## src/sv/lts_pkg.sv

```systemverilog
// types and constants for the lisp token scanner
`timescale 1ns / 1ps

package lts_pkg;

    localparam int KIND_BITS = 4;

    typedef enum logic [KIND_BITS-1:0] {
        TOK_OPEN    = 4'd0,
        TOK_CLOSE   = 4'd1,
        TOK_QUOTE   = 4'd2,
        TOK_QQUOTE  = 4'd3,
        TOK_UNQUOTE = 4'd4,
        TOK_SPLICE  = 4'd5,
        TOK_INTEGER = 4'd6,
        TOK_NIL     = 4'd7,
        TOK_SYMBOL  = 4'd8,
        TOK_STRING  = 4'd9,
        TOK_UNTERM  = 4'd10,
        TOK_END     = 4'd11
    } token_kind_t;

    typedef enum logic [4:0] {
        MODE_IDLE    = 5'b00001,
        MODE_COMMENT = 5'b00010,
        MODE_ATOM    = 5'b00100,
        MODE_STRING  = 5'b01000,
        MODE_COMMA   = 5'b10000
    } scan_mode_t;

    typedef struct packed {
        logic        neg;
        logic        syntax_ok;
        logic        digit_seen;
        logic [63:0] mag;
        logic        ovf;
        logic [2:0]  nil_prog;
    } atom_t;

    typedef struct packed {
        logic       load;
        logic [1:0] count;
    } rec_load_t;

    localparam logic [7:0] CH_SPACE  = 8'h20;
    localparam logic [7:0] CH_TAB    = 8'h09;
    localparam logic [7:0] CH_CR     = 8'h0D;
    localparam logic [7:0] CH_LF     = 8'h0A;
    localparam logic [7:0] CH_FF     = 8'h0C;
    localparam logic [7:0] CH_VT     = 8'h0B;
    localparam logic [7:0] CH_LPAREN = 8'h28;
    localparam logic [7:0] CH_RPAREN = 8'h29;
    localparam logic [7:0] CH_DQUOTE = 8'h22;
    localparam logic [7:0] CH_QUOTE  = 8'h27;
    localparam logic [7:0] CH_BQUOTE = 8'h60;
    localparam logic [7:0] CH_COMMA  = 8'h2C;
    localparam logic [7:0] CH_AT     = 8'h40;
    localparam logic [7:0] CH_SEMI   = 8'h3B;
    localparam logic [7:0] CH_BSLASH = 8'h5C;
    localparam logic [7:0] CH_PLUS   = 8'h2B;
    localparam logic [7:0] CH_MINUS  = 8'h2D;
    localparam logic [7:0] CH_ZERO   = 8'h30;
    localparam logic [7:0] CH_NINE   = 8'h39;
    localparam logic [7:0] CH_LOW_A  = 8'h61;
    localparam logic [7:0] CH_LOW_Z  = 8'h7A;
    localparam logic [7:0] CASE_GAP  = 8'h20;

    localparam logic [63:0] MAG_LIMIT = 64'd1844674407370955161;
    localparam logic [63:0] INT_MIN   = 64'h8000_0000_0000_0000;
    localparam logic [63:0] INT_MAX   = 64'h7FFF_FFFF_FFFF_FFFF;
    localparam logic [2:0]  NIL_DONE  = 3'd3;
    localparam logic [2:0]  NIL_FAIL  = 3'd4;

    function automatic logic [7:0] nil_char(input logic [1:0] idx);
        logic [7:0] c;
        case (idx)
            2'd0: c = 8'h4E;
            2'd1: c = 8'h49;
            2'd2: c = 8'h4C;
            default: c = 8'h00;
        endcase
        return c;
    endfunction

    function automatic logic is_ws(input logic [7:0] b);
        return (b == CH_SPACE) || (b == CH_TAB) || (b == CH_CR) ||
               (b == CH_LF) || (b == CH_FF) || (b == CH_VT);
    endfunction

endpackage

```

## src/sv/lts_scan_core.sv

```systemverilog
// scanner state and token record generation for one byte
`timescale 1ns / 1ps

module lts_scan_core
    import lts_pkg::*;
#(
    parameter int POSITION_BITS = 32,
    parameter int LENGTH_BITS   = 16,
    parameter int DATA_W        = 112
) (
    input  logic                                   aclk,
    input  logic                                   aresetn,
    input  logic                                   step,
    input  logic [7:0]                             in_byte,
    input  logic                                   in_last,
    output rec_load_t                              load,
    output logic [2:0][DATA_W+KIND_BITS-1:0]       recs
);

    localparam int PB    = POSITION_BITS;
    localparam int LB    = LENGTH_BITS;
    localparam int REC_W = DATA_W + KIND_BITS;

    function automatic logic [REC_W-1:0] make_rec(input token_kind_t kind,
                                                  input logic [PB-1:0] start,
                                                  input logic [LB-1:0] len,
                                                  input logic [63:0] val);
        logic [REC_W-1:0] r;
        r = '0;
        r[PB-1:0] = start;
        r[PB+LB-1:PB] = len;
        r[PB+LB+63:PB+LB] = val;
        r[REC_W-1 -: KIND_BITS] = kind;
        return r;
    endfunction

    localparam atom_t ATOM_FRESH = '{neg: 1'b0, syntax_ok: 1'b1, digit_seen: 1'b0,
                                     mag: 64'd0, ovf: 1'b0, nil_prog: 3'd0};

    scan_mode_t      mode_reg, mode_next;
    logic [PB-1:0]   pos_reg, pos_next;
    logic [PB-1:0]   begin_reg, begin_next;
    logic [LB-1:0]   len_reg, len_next;
    atom_t           atom_reg, atom_next;
    logic [1:0]      bs_reg, bs_next;

    logic            delim;
    logic [PB-1:0]   pos_inc;
    logic [LB-1:0]   str_len;

    // atom accumulation
    logic            atom_fresh;
    logic            atom_add_en;
    atom_t           atom_base, atom_added;
    logic [LB-1:0]   base_len, added_len;
    logic [7:0]      up;
    logic [3:0]      digit;
    logic            is_digit;

    // atom flush
    logic            pre_atom;
    atom_t           fl_src;
    token_kind_t     fl_kind;
    logic [63:0]     fl_val;

    // candidate records
    logic            run_idle;
    logic            pre_v, single_v, final_v;
    token_kind_t     pre_kind, single_kind, final_kind;
    logic [LB-1:0]   pre_len, final_len;
    logic [63:0]     final_val;
    logic [3:0]               cand_v;
    logic [3:0][REC_W-1:0]    cand_rec;
    logic [1:0]               k;

    assign delim   = is_ws(in_byte) || (in_byte == CH_LPAREN) ||
                     (in_byte == CH_RPAREN) || (in_byte == CH_DQUOTE);
    assign pos_inc = pos_reg + 1'b1;
    assign str_len = (len_reg == {LB{1'b1}}) ? len_reg : len_reg + 1'b1;

    // an atom byte outside atom mode always opens a new atom
    assign atom_fresh = (mode_reg != MODE_ATOM);

    always_comb begin
        atom_base  = atom_fresh ? ATOM_FRESH : atom_reg;
        base_len   = atom_fresh ? '0 : len_reg;
        added_len  = (base_len == {LB{1'b1}}) ? base_len : base_len + 1'b1;
        up         = ((in_byte >= CH_LOW_A) && (in_byte <= CH_LOW_Z)) ?
                     in_byte - CASE_GAP : in_byte;
        is_digit   = (in_byte >= CH_ZERO) && (in_byte <= CH_NINE);
        digit      = 4'(in_byte - CH_ZERO);
        atom_added = atom_base;
        if ((atom_base.nil_prog < NIL_DONE) && (up == nil_char(atom_base.nil_prog[1:0]))) begin
            atom_added.nil_prog = atom_base.nil_prog + 1'b1;
        end else begin
            atom_added.nil_prog = NIL_FAIL;
        end
        if ((base_len == '0) && ((in_byte == CH_PLUS) || (in_byte == CH_MINUS))) begin
            atom_added.neg = (in_byte == CH_MINUS);
        end else if (is_digit) begin
            atom_added.digit_seen = 1'b1;
            if (!atom_base.ovf) begin
                if ((atom_base.mag > MAG_LIMIT) ||
                    ((atom_base.mag == MAG_LIMIT) && (digit > 4'd5))) begin
                    atom_added.ovf = 1'b1;
                end else begin
                    atom_added.mag = (atom_base.mag << 3) + (atom_base.mag << 1) +
                                     64'(digit);
                end
            end
        end else begin
            atom_added.syntax_ok = 1'b0;
        end
    end

    always_comb begin
        mode_next   = mode_reg;
        begin_next  = begin_reg;
        len_next    = len_reg;
        atom_next   = atom_reg;
        bs_next     = bs_reg;
        pre_v       = 1'b0;
        pre_kind    = TOK_STRING;
        pre_len     = len_reg;
        pre_atom    = 1'b0;
        single_v    = 1'b0;
        single_kind = TOK_OPEN;
        run_idle    = 1'b0;
        atom_add_en = 1'b0;
        case (mode_reg)
            MODE_COMMENT: begin
                if (in_byte == CH_LF) begin
                    mode_next = MODE_IDLE;
                end
            end
            MODE_ATOM: begin
                if (delim) begin
                    pre_v    = 1'b1;
                    pre_atom = 1'b1;
                    run_idle = 1'b1;
                end else begin
                    atom_add_en = 1'b1;
                end
            end
            MODE_STRING: begin
                len_next = str_len;
                if ((in_byte == CH_DQUOTE) && !bs_reg[1]) begin
                    pre_v     = 1'b1;
                    pre_kind  = TOK_STRING;
                    pre_len   = str_len;
                    mode_next = MODE_IDLE;
                end else if (in_byte == CH_BSLASH) begin
                    bs_next = bs_reg[1] ? bs_reg : bs_reg + 1'b1;
                end else begin
                    bs_next = 2'd0;
                end
            end
            MODE_COMMA: begin
                pre_v = 1'b1;
                if (in_byte == CH_AT) begin
                    pre_kind  = TOK_SPLICE;
                    pre_len   = LB'(2);
                    mode_next = MODE_IDLE;
                end else begin
                    pre_kind = TOK_UNQUOTE;
                    pre_len  = LB'(1);
                    run_idle = 1'b1;
                end
            end
            default: begin
                run_idle = 1'b1;
            end
        endcase

        if (run_idle) begin
            mode_next = MODE_IDLE;
            if (!is_ws(in_byte)) begin
                case (in_byte)
                    CH_SEMI: begin
                        mode_next = MODE_COMMENT;
                    end
                    CH_LPAREN: begin
                        single_v    = 1'b1;
                        single_kind = TOK_OPEN;
                    end
                    CH_RPAREN: begin
                        single_v    = 1'b1;
                        single_kind = TOK_CLOSE;
                    end
                    CH_QUOTE: begin
                        single_v    = 1'b1;
                        single_kind = TOK_QUOTE;
                    end
                    CH_BQUOTE: begin
                        single_v    = 1'b1;
                        single_kind = TOK_QQUOTE;
                    end
                    CH_COMMA: begin
                        mode_next  = MODE_COMMA;
                        begin_next = pos_reg;
                    end
                    CH_DQUOTE: begin
                        mode_next  = MODE_STRING;
                        begin_next = pos_reg;
                        len_next   = LB'(1);
                        bs_next    = 2'd0;
                    end
                    default: begin
                        mode_next   = MODE_ATOM;
                        begin_next  = pos_reg;
                        atom_add_en = 1'b1;
                    end
                endcase
            end
        end

        if (atom_add_en) begin
            atom_next = atom_added;
            len_next  = added_len;
        end
    end

    // integer / nil / symbol classification of a finished atom
    always_comb begin
        fl_src  = pre_atom ? atom_reg : atom_next;
        fl_kind = TOK_SYMBOL;
        fl_val  = 64'd0;
        if (fl_src.syntax_ok && fl_src.digit_seen) begin
            fl_kind = TOK_INTEGER;
            if (fl_src.neg) begin
                fl_val = (fl_src.ovf || (fl_src.mag > INT_MIN)) ? INT_MIN :
                         (~fl_src.mag) + 64'd1;
            end else begin
                fl_val = (fl_src.ovf || fl_src.mag[63]) ? INT_MAX : fl_src.mag;
            end
        end else if (fl_src.nil_prog == NIL_DONE) begin
            fl_kind = TOK_NIL;
        end
    end

    always_comb begin
        final_v    = 1'b0;
        final_kind = TOK_UNQUOTE;
        final_len  = len_next;
        final_val  = 64'd0;
        case (mode_next)
            MODE_ATOM: begin
                final_v    = in_last;
                final_kind = fl_kind;
                final_val  = fl_val;
            end
            MODE_COMMA: begin
                final_v    = in_last;
                final_kind = TOK_UNQUOTE;
                final_len  = LB'(1);
            end
            MODE_STRING: begin
                final_v    = in_last;
                final_kind = TOK_UNTERM;
            end
            default: begin
                final_v = 1'b0;
            end
        endcase

        cand_v      = {in_last, final_v, single_v, pre_v};
        cand_rec[0] = make_rec(pre_atom ? fl_kind : pre_kind, begin_reg, pre_len,
                               pre_atom ? fl_val : 64'd0);
        cand_rec[1] = make_rec(single_kind, pos_reg, LB'(1), 64'd0);
        cand_rec[2] = make_rec(final_kind, begin_next, final_len, final_val);
        cand_rec[3] = make_rec(TOK_END, pos_inc, '0, 64'd0);

        // pack present records in order, at most three per byte
        recs = '0;
        k    = 2'd0;
        for (int i = 0; i < 4; i++) begin
            if (cand_v[i] && (k != 2'd3)) begin
                recs[k] = cand_rec[i];
                k       = k + 1'b1;
            end
        end
        load.load  = step;
        load.count = k;
    end

    always_ff @(posedge aclk) begin
        if (!aresetn) begin
            mode_reg  <= MODE_IDLE;
            pos_reg   <= '0;
            begin_reg <= '0;
            len_reg   <= '0;
            atom_reg  <= ATOM_FRESH;
            bs_reg    <= 2'd0;
        end else if (step) begin
            if (in_last) begin
                mode_reg  <= MODE_IDLE;
                pos_reg   <= '0;
                begin_reg <= '0;
                len_reg   <= '0;
                atom_reg  <= ATOM_FRESH;
                bs_reg    <= 2'd0;
            end else begin
                mode_reg  <= mode_next;
                pos_reg   <= pos_inc;
                begin_reg <= begin_next;
                len_reg   <= len_next;
                atom_reg  <= atom_next;
                bs_reg    <= bs_next;
            end
        end
    end

endmodule

```

## src/sv/lts_result_buf.sv

```systemverilog
// three-slot result register draining one token record per transfer
`timescale 1ns / 1ps

module lts_result_buf
    import lts_pkg::*;
#(
    parameter int REC_W = 116
) (
    input  logic                   aclk,
    input  logic                   aresetn,
    input  rec_load_t              load,
    input  logic [2:0][REC_W-1:0]  recs,
    input  logic                   m_tready,
    output logic                   m_tvalid,
    output logic                   m_tlast,
    output logic [REC_W-1:0]       out_rec,
    output logic                   room
);

    logic [2:0][REC_W-1:0] slot_reg, slot_next;
    logic [1:0]            cnt_reg, cnt_next;

    assign m_tvalid = (cnt_reg != 2'd0);
    assign m_tlast  = (cnt_reg == 2'd1);
    assign out_rec  = slot_reg[0];
    assign room     = (cnt_reg == 2'd0) || ((cnt_reg == 2'd1) && m_tready);

    always_comb begin
        slot_next = slot_reg;
        cnt_next  = cnt_reg;
        if (load.load) begin
            slot_next = recs;
            cnt_next  = load.count;
        end else if (m_tvalid && m_tready) begin
            slot_next[0] = slot_reg[1];
            slot_next[1] = slot_reg[2];
            cnt_next     = cnt_reg - 1'b1;
        end
    end

    always_ff @(posedge aclk) begin
        if (!aresetn) begin
            cnt_reg <= 2'd0;
        end else begin
            cnt_reg <= cnt_next;
        end
    end

    always_ff @(posedge aclk) begin
        slot_reg <= slot_next;
    end

endmodule

```

## src/sv/lisp_token_scanner.sv

```systemverilog
// top level of the lisp token scanner
`timescale 1ns / 1ps

// Scans s-expression source text one byte per transfer and emits one record per
// token. A byte enters an input register, is classified against the scanner state
// and its zero to three records land together in a three-slot result register that
// presents them on the output in order, first slot first. The
// input side takes a byte every cycle as long as each byte yields at most one
// record and the output is ready; a byte that yields k records holds the next byte
// until the first k-1 of them have drained, one record per output cycle. The byte
// carrying tlast ends the source: pending tokens are flushed, an end record follows
// and the next byte starts again at position zero. No memories, no clearing pass.
module lisp_token_scanner
    import lts_pkg::*;
#(
    parameter int POSITION_BITS = 32,
    parameter int LENGTH_BITS   = 16,
    localparam int DATA_W = ((POSITION_BITS + LENGTH_BITS + 64 + 7) / 8) * 8
) (
    input  logic                 aclk,
    input  logic                 aresetn,
    input  logic                 s_tvalid,
    output logic                 s_tready,
    input  logic [7:0]           s_tdata,   // in_byte
    input  logic                 s_tlast,
    output logic                 m_tvalid,
    input  logic                 m_tready,
    output logic [DATA_W-1:0]    m_tdata,   // start_offset, token_length, int_value
    output logic [KIND_BITS-1:0] m_tuser,   // token_kind
    output logic                 m_tlast
);

    localparam int REC_W = DATA_W + KIND_BITS;

    logic                         in_valid_reg, in_valid_next;
    logic [7:0]                   in_byte_reg, in_byte_next;
    logic                         in_last_reg, in_last_next;
    logic                         room;
    logic                         step;
    rec_load_t                    load;
    logic [2:0][REC_W-1:0]        recs;
    logic [REC_W-1:0]             out_rec;

    assign step     = in_valid_reg && room;
    assign s_tready = !in_valid_reg || step;

    always_comb begin
        in_valid_next = in_valid_reg && !step;
        in_byte_next  = in_byte_reg;
        in_last_next  = in_last_reg;
        if (s_tvalid && s_tready) begin
            in_valid_next = 1'b1;
            in_byte_next  = s_tdata;
            in_last_next  = s_tlast;
        end
    end

    always_ff @(posedge aclk) begin
        if (!aresetn) begin
            in_valid_reg <= 1'b0;
        end else begin
            in_valid_reg <= in_valid_next;
        end
    end

    always_ff @(posedge aclk) begin
        in_byte_reg <= in_byte_next;
        in_last_reg <= in_last_next;
    end

    lts_scan_core #(
        .POSITION_BITS (POSITION_BITS),
        .LENGTH_BITS   (LENGTH_BITS),
        .DATA_W        (DATA_W)
    ) u_core (
        .aclk    (aclk),
        .aresetn (aresetn),
        .step    (step),
        .in_byte (in_byte_reg),
        .in_last (in_last_reg),
        .load    (load),
        .recs    (recs)
    );

    lts_result_buf #(
        .REC_W (REC_W)
    ) u_buf (
        .aclk     (aclk),
        .aresetn  (aresetn),
        .load     (load),
        .recs     (recs),
        .m_tready (m_tready),
        .m_tvalid (m_tvalid),
        .m_tlast  (m_tlast),
        .out_rec  (out_rec),
        .room     (room)
    );

    assign m_tdata = out_rec[DATA_W-1:0];
    assign m_tuser = out_rec[REC_W-1 -: KIND_BITS];

endmodule

```

## config.mk

```make
export PLATFORM = sky130hd
export DESIGN_NAME = lisp_token_scanner
export DESIGN_NICKNAME = d
export VERILOG_FILES = /design/src/sv/lts_pkg.sv /design/src/sv/lts_scan_core.sv /design/src/sv/lts_result_buf.sv /design/src/sv/lisp_token_scanner.sv
export SDC_FILE = /design/constraint.sdc
export NUM_CORES = 1
export LEC_CHECK = 0
export BUFFER_PORTS_ARGS = -buffer_cell sky130_fd_sc_hd__buf_2
export CORE_MARGIN = 2
export CORE_UTILIZATION = 30
export DETAILED_ROUTE_END_ITERATION = 16
export PLACE_DENSITY = 0.41
export RECOVER_POWER = 100
export REMOVE_ABC_BUFFERS = 1
export SKIP_CTS_REPAIR_TIMING = 1
export SYNTH_ARGS = -nofsm -noshare
export SYNTH_HDL_FRONTEND = slang
export SYNTH_HIERARCHICAL = 1
export SYNTH_SLANG_ARGS = --single-unit
```

## constraint.sdc

```tcl
create_clock -name aclk -period 8 [get_ports aclk]
set_input_delay 1.6 -clock aclk [delete_from_list [all_inputs] [get_ports aclk]]
set_output_delay 1.6 -clock aclk [all_outputs]
set_load 0.005 [all_outputs]
```

==> impl_metrics.tcl, run 1 <==
set metrics [dict create \
    via_per_inst 5.57 \
    dp_hpwl_mm 95.6 \
    routedWlPerCell_um 24.2 \
    cts_inserted_buffers 69 \
    synthTopCellsByCount "nor2_1 (409), edfxtp_1 (357), nand2_1 (291)" \
    worstPathMaxFanout 40 \
    portBuffers 131 \
    core_area_um2 124000 \
    routed_wl_mm 137 \
    cts_tree "yes" \
    tightest_slew_ns 3.29 \
    relSlewSlack -1.19 \
    crit_path_end_kind "register" \
    drv_cap 11 \
    drcViolationCount 0 \
    antenna_found_initial 2 \
    largest_register_ffs 232 \
    yosysTopAreaCellShare 0.286 \
    gp_congestion 0.908 \
    seq_area_frac_synth 0.372 \
    gr-total-overflow 0 \
    rsz0062_at_grt "no" \
    max-vdd-ir-drop_mv 0.129 \
    final_area_um2 40500 \
    hold_ws_ns 0.508 \
    die_y_um 357 \
    fin_skew_ns 0.0255 \
    num_rows 129 \
    start_kind "register" \
    status "finished, violations left" \
    power_leakage_uw 0.0146 \
    synth_cell_types 114 \
    syn_inst 4072 \
    synth-edff-count 357 \
    clockBufferDepth 3 \
    layout_min_cycle_time_ns 7.64 \
    ys_ff_latch 518 \
    synth.cell_area_um2 37500 \
    vias 31600 \
    nets 4133 \
    fillers 13100 \
    clk_pin_slew_ns 0.06 \
    grt_pass1_wl_mm 204 \
    hp-class "register to register" \
    area_delta_synth_final_pct 8.13 \
    arrival_ns 8.01 \
    drt_iter0_markers 2681 \
    dr.pass1.iters 6 \
    hold_viol 0 \
    cts_root_buf "clkbuf_16" \
    finalCritPeriodShare 0.955 \
    cts.sinks 518 \
    dieArea_um2 128000 \
    cts_max_level 3 \
    powerDensity_nw_per_um2 197 \
    syn_avg_cell_area_um2 9.21 \
    yosysTopAreaCell "edfxtp_1" \
    grt_pass1_vias 30200 \
    place_area_um2 39100 \
    drive_above_1_share 0.101 \
    grt_max_degree 142 \
    antenna_left 0 \
    clk_latency_ns 0.64 \
    critical_path_class "register to register" \
    slew_violations 498 \
    initial_utilization 0.303 \
    max_freq_mhz 131 \
    boundaryPins 132 \
    yosys_warnings 6 \
    cp.required_ns 8.37 \
    async_reset_ff_frac 0 \
    violations "max-capacitance violations, max-slew violations" \
    synthTopCellsByArea "edfxtp_1 (29%), dfxtp_1 (8.6%), mux2_4 (5.9%), ha_1 (4.8%), nor2_1 (4.1%)" \
    die_w_um 357 \
    synth.most_common_cell "nor2_1" \
    grt_usage 0.210 \
    synth_flop_cell "edfxtp_1" \
    setup_violations 0 \
]
==> per-layer routing <==
layer | global-route usage | vias up | share of wire | wire [µm]
li1 | - | 14900 | - | -
met1 | 0.311 | 15600 | 0.49 | 67400
met2 | 0.308 | 962 | 0.42 | 57600
met3 | 0.0379 | 158 | 0.062 | 8550
met4 | 0.0607 | 0 | 0.026 | 3540
met5 | 0 | - | 0 | 0
==> cells in the final DEF (no fill, tap or decap), drive strengths merged, types with 26 or more instances in the layout <==
cell and count:
and3 92, a22o 36, nor4 33, a21o 43, a221oi 52, a22oi 98
and2 94, or2 26, nand3 127, a31oi 30, nor3 98, inv 63
xnor2 73, edfxtp 357, or3 33, o22ai 62, nor2 410, dfxtp 161
o21ai 214, buf 150, nor2b 134, a211oi 43, nand2 292, mux2i 27
clkbuf 203, ha 143, nand4 55, o211ai 39, a21oi 229, xor2 57
mux2 255
==> through the flow <==
step | cells | utilization | setup WS [ns] | setup TNS [ns] | power, µW
final | 5669 | 0.327 | 0.361 | 0 | 8000
after global routing | 5668 | 0.327 | 0.0564 | 0 | 8390
after CTS | 5668 | 0.333 | 0.489 | 0 | 8300
after detailed placement | 5542 | 0.316 | 0.505 | 0 | 5170
after global placement | 5542 | 0.316 | 0.540 | 0 | 5160
after floorplan | 3652 | - | -7.42 | -1584.41 | 4670
==> final timing paths <==
check / cells after the start / endpoint / startpoint / slack, ns
worst max-delay path: 19 / u_buf/out_rec[91] / u_core/mode_reg[2] / 0.36
worst min-delay path: 1 / u_buf/slot_reg[148] / u_buf/slot_reg[264] / 0.51
worst max register to register: 19 / u_buf/out_rec[91] / u_core/mode_reg[2] / 0.36
worst min register to register: 1 / u_buf/slot_reg[148] / u_buf/slot_reg[264] / 0.51
==> kinds of logic after synthesis <==
logic type                 Yosys count  share of synthesized area
xor gates and xnor gates           130                     0.0308
buffers and inverters              479                     0.0649
AOI/OAI and AO/OA                 1038                      0.186
adders and majority gates          145                     0.0485
and+or+nand+nor                   1480                      0.199
muxes                              282                     0.0986
DFF                                518                      0.372
==> critical path, cell delays in order (launching register included) <==
cell and delay [ns]:
dfxtp_1 0.42, nor3b_1 0.21, buf_4 0.41, and3_1 0.34, ha_1 0.28, ha_1 0.50, nand4_1 0.24, nor4_1 0.95
a21boi_0 0.64, nor2_1 0.11, xnor2_1 0.19, a22oi_1 0.54, nand3b_1 0.27, nor4_1 0.70, nand2_1 0.29, clkbuf_1 0.26
nor4_1 0.29, a211o_1 0.26, nor2_1 0.08, mux2_1 0.31
==> final cells by class <==
cell class	count	area [µm²]	area share
antenna	1	2.50	0.0000617
clock buffer	100	1930	0.0475
clock inverter	26	249	0.00614
inverter	59	224	0.00553
multi-input combinational	3075	20700	0.510
sequential	518	13900	0.344
tap	1637	2050	0.0505
timing repair buffer	253	1480	0.0365
==> report_power, final <==
part	switching [µW]	total (µW)	internal [µW]
logic	902	1380	483
clock network	1260	3070	1810
registers	131	3550	3420
total	2300	8000	5710
No activity file was read; power rests on OpenSTA's default activity.
==> run 2: changes to the inputs <==
--- a/config.mk
+++ b/config.mk
@@ -7,9 +7,9 @@
 export LEC_CHECK = 0
 export BUFFER_PORTS_ARGS = -buffer_cell sky130_fd_sc_hd__buf_2
 export CORE_MARGIN = 2
-export CORE_UTILIZATION = 30
+export CORE_UTILIZATION = 60
 export DETAILED_ROUTE_END_ITERATION = 16
-export PLACE_DENSITY = 0.41
+export PLACE_DENSITY = 0.74
 export RECOVER_POWER = 100
 export REMOVE_ABC_BUFFERS = 1
 export SKIP_CTS_REPAIR_TIMING = 1
==> run 2 against run 1 <==
Net effect:
- the flow still finishes with violations (max-capacitance violations, max-slew violations)
- non-clock buffer count decreased by 41
- combinational power down 4%
- first-iteration DRC count increased by 57%
- final area fell by 4.1%
- largest cell class unchanged
==> impl_metrics.tcl, run 2 (same netlist as run 1, synthesis figures left out) <==
set metrics [dict create \
    path_depth 22 \
    top_layer "met4" \
    dp_hpwl_mm 77.5 \
    worst_path_max_delay_cell "or4b_1" \
    utilization 0.630 \
    arrival_ns 7.96 \
    die_y_um 254 \
    power_leakage_uw 0.0142 \
    cts.sinks 518 \
    power_uw 7450 \
    die_w_um 254 \
    cts_max_level 2 \
    tightest_slew_ns 4.91 \
    largest_register_ffs 232 \
    core_area_um2 61700 \
    crit_path_end_kind "register" \
    cts_tree "yes" \
    cts_root_buf "clkbuf_16" \
    drcViolationCount 0 \
    relSlewSlack -2.27 \
    rsz0062_at_grt "no" \
    initial_utilization 0.607 \
    mostFrequentLayoutCells "nor2_1 (406), edfxtp_1 (357), nand2_1 (289), a21oi_1 (226), o21ai_0 (206)" \
    routedWlPerCell_um 23.5 \
    dr.pass1.iters 7 \
    cts_inserted_buffers 56 \
    clockBufferDepth 3 \
    worstHoldPathCells 1 \
    clk_pin_slew_ns 0.06 \
    hold_viol 0 \
    fin_skew_ns 0.0322 \
    wl_met2_mm 47.4 \
    slew_violations 631 \
    start_kind "register" \
    grt_usage 0.340 \
    powerDensity_nw_per_um2 192 \
    hp-class "register to register" \
    crit_family "simple AND/OR/NAND/NOR gates" \
    dieArea_um2 64500 \
    nets 4079 \
    worstPathMaxFanout 22 \
    critPathBufInv 3 \
    grt_pass1_wl_mm 172 \
    via_per_inst 6.72 \
    gr-total-overflow 0 \
    clk_latency_ns 0.63 \
    gp_congestion 1.03 \
    setup_tns_ns 0 \
    max_freq_mhz 131 \
    path_cells "or3b_1 -> nor2_1 -> buf_4 -> nand2_1 -> inv_1 -> ha_1 -> ha_1 -> and3_1 -> a221o_1 -> a31oi_1 -> o31ai_1 -> a41oi_1 -> xor2_1 -> mux2i_1 -> or3b_1 -> or4b_1 -> nor3_1 -> clkbuf_1 -> nand2_1 -> xnor2_1 -> a211oi_1 -> mux2_1" \
    n_antenna_cell 0 \
    vias 32300 \
    num_rows 91 \
    route.met3.wl_mm 13.1 \
    dp_slack_ns 0.685 \
    grt_max_degree 139 \
    antenna_left 0 \
    cp.required_ns 8.35 \
    finalCritPeriodShare 0.951 \
    drive_above_1_share 0.0913 \
    layout_min_cycle_time_ns 7.61 \
    area_delta_synth_final_pct 3.66 \
    reg2reg_depth 22 \
    drv_cap 8 \
    grt_pass1_vias 29100 \
    violations "max-capacitance violations, max-slew violations" \
    worst_slack_ns 0.390 \
    critical_path_class "register to register" \
    routed_wl_mm 113 \
    antenna_found_initial 0 \
    wl_met1_mm 49.2 \
    status "finished, violations left" \
    boundaryPins 132 \
    max-vdd-ir-drop_mv 0.164 \
    layout_commonest_cell "nor2_1" \
    portBuffers 131 \
    cpPeakStageDelay_ns 0.71 \
    drt_iter0_markers 4211 \
    setup_violations 0 \
]
## run 2: cell types whose count changed in the layout (fill, tap and decap cells not counted), sizes merged
cell,change
clkinvlp,+5
inv,-1
bufinv,-1
clkinv,-3
buf,-37
clkbuf,-29
diode,-1
## run 2: where the power goes
part           internal, µW  total, µW  switching, µW
sequential             3420       3530            112
combinational           481       1330            846
clock                  1470       2600           1120
total                  5370       7450           2080
## run 2: path summary, 6_finish.rpt
check | start | end | slack (ns)
hold / removal | u_buf/slot_reg[315] | u_buf/slot_reg[199] | 0.52
hold reg to reg | u_buf/slot_reg[315] | u_buf/slot_reg[199] | 0.52
setup reg to reg | u_core/mode_reg[1] | u_buf/out_rec[102] | 0.39
setup / recovery | u_core/mode_reg[1] | u_buf/out_rec[102] | 0.39
## run 2: stage by stage
step                      hold slack, ns  cell area, µm²  cells
after floorplan                    0.477           35300   3652
after global placement             0.494           37800   4701
after detailed placement           0.504           37800   4701
after CTS                          0.509           39600   4802
after global routing               0.534           38900   4802
final                              0.516           38900   4802
## run 2: cell type report
cell class / instances / area [µm²]
fill: 5470 / 22900
multi-input combinational: 3075 / 20600
clock inverter: 26 / 259
tap: 837 / 1050
timing repair buffer: 212 / 1210
clock buffer: 75 / 1560
inverter: 59 / 223
sequential: 518 / 13900
## run 2: routing by layer
metal | vias up | global-route usage
met4 | 0 | 0.101
met3 | 252 | 0.0740
met5 | - | 0
li1 | 14700 | -
met1 | 15400 | 0.509
met2 | 1883 | 0.486
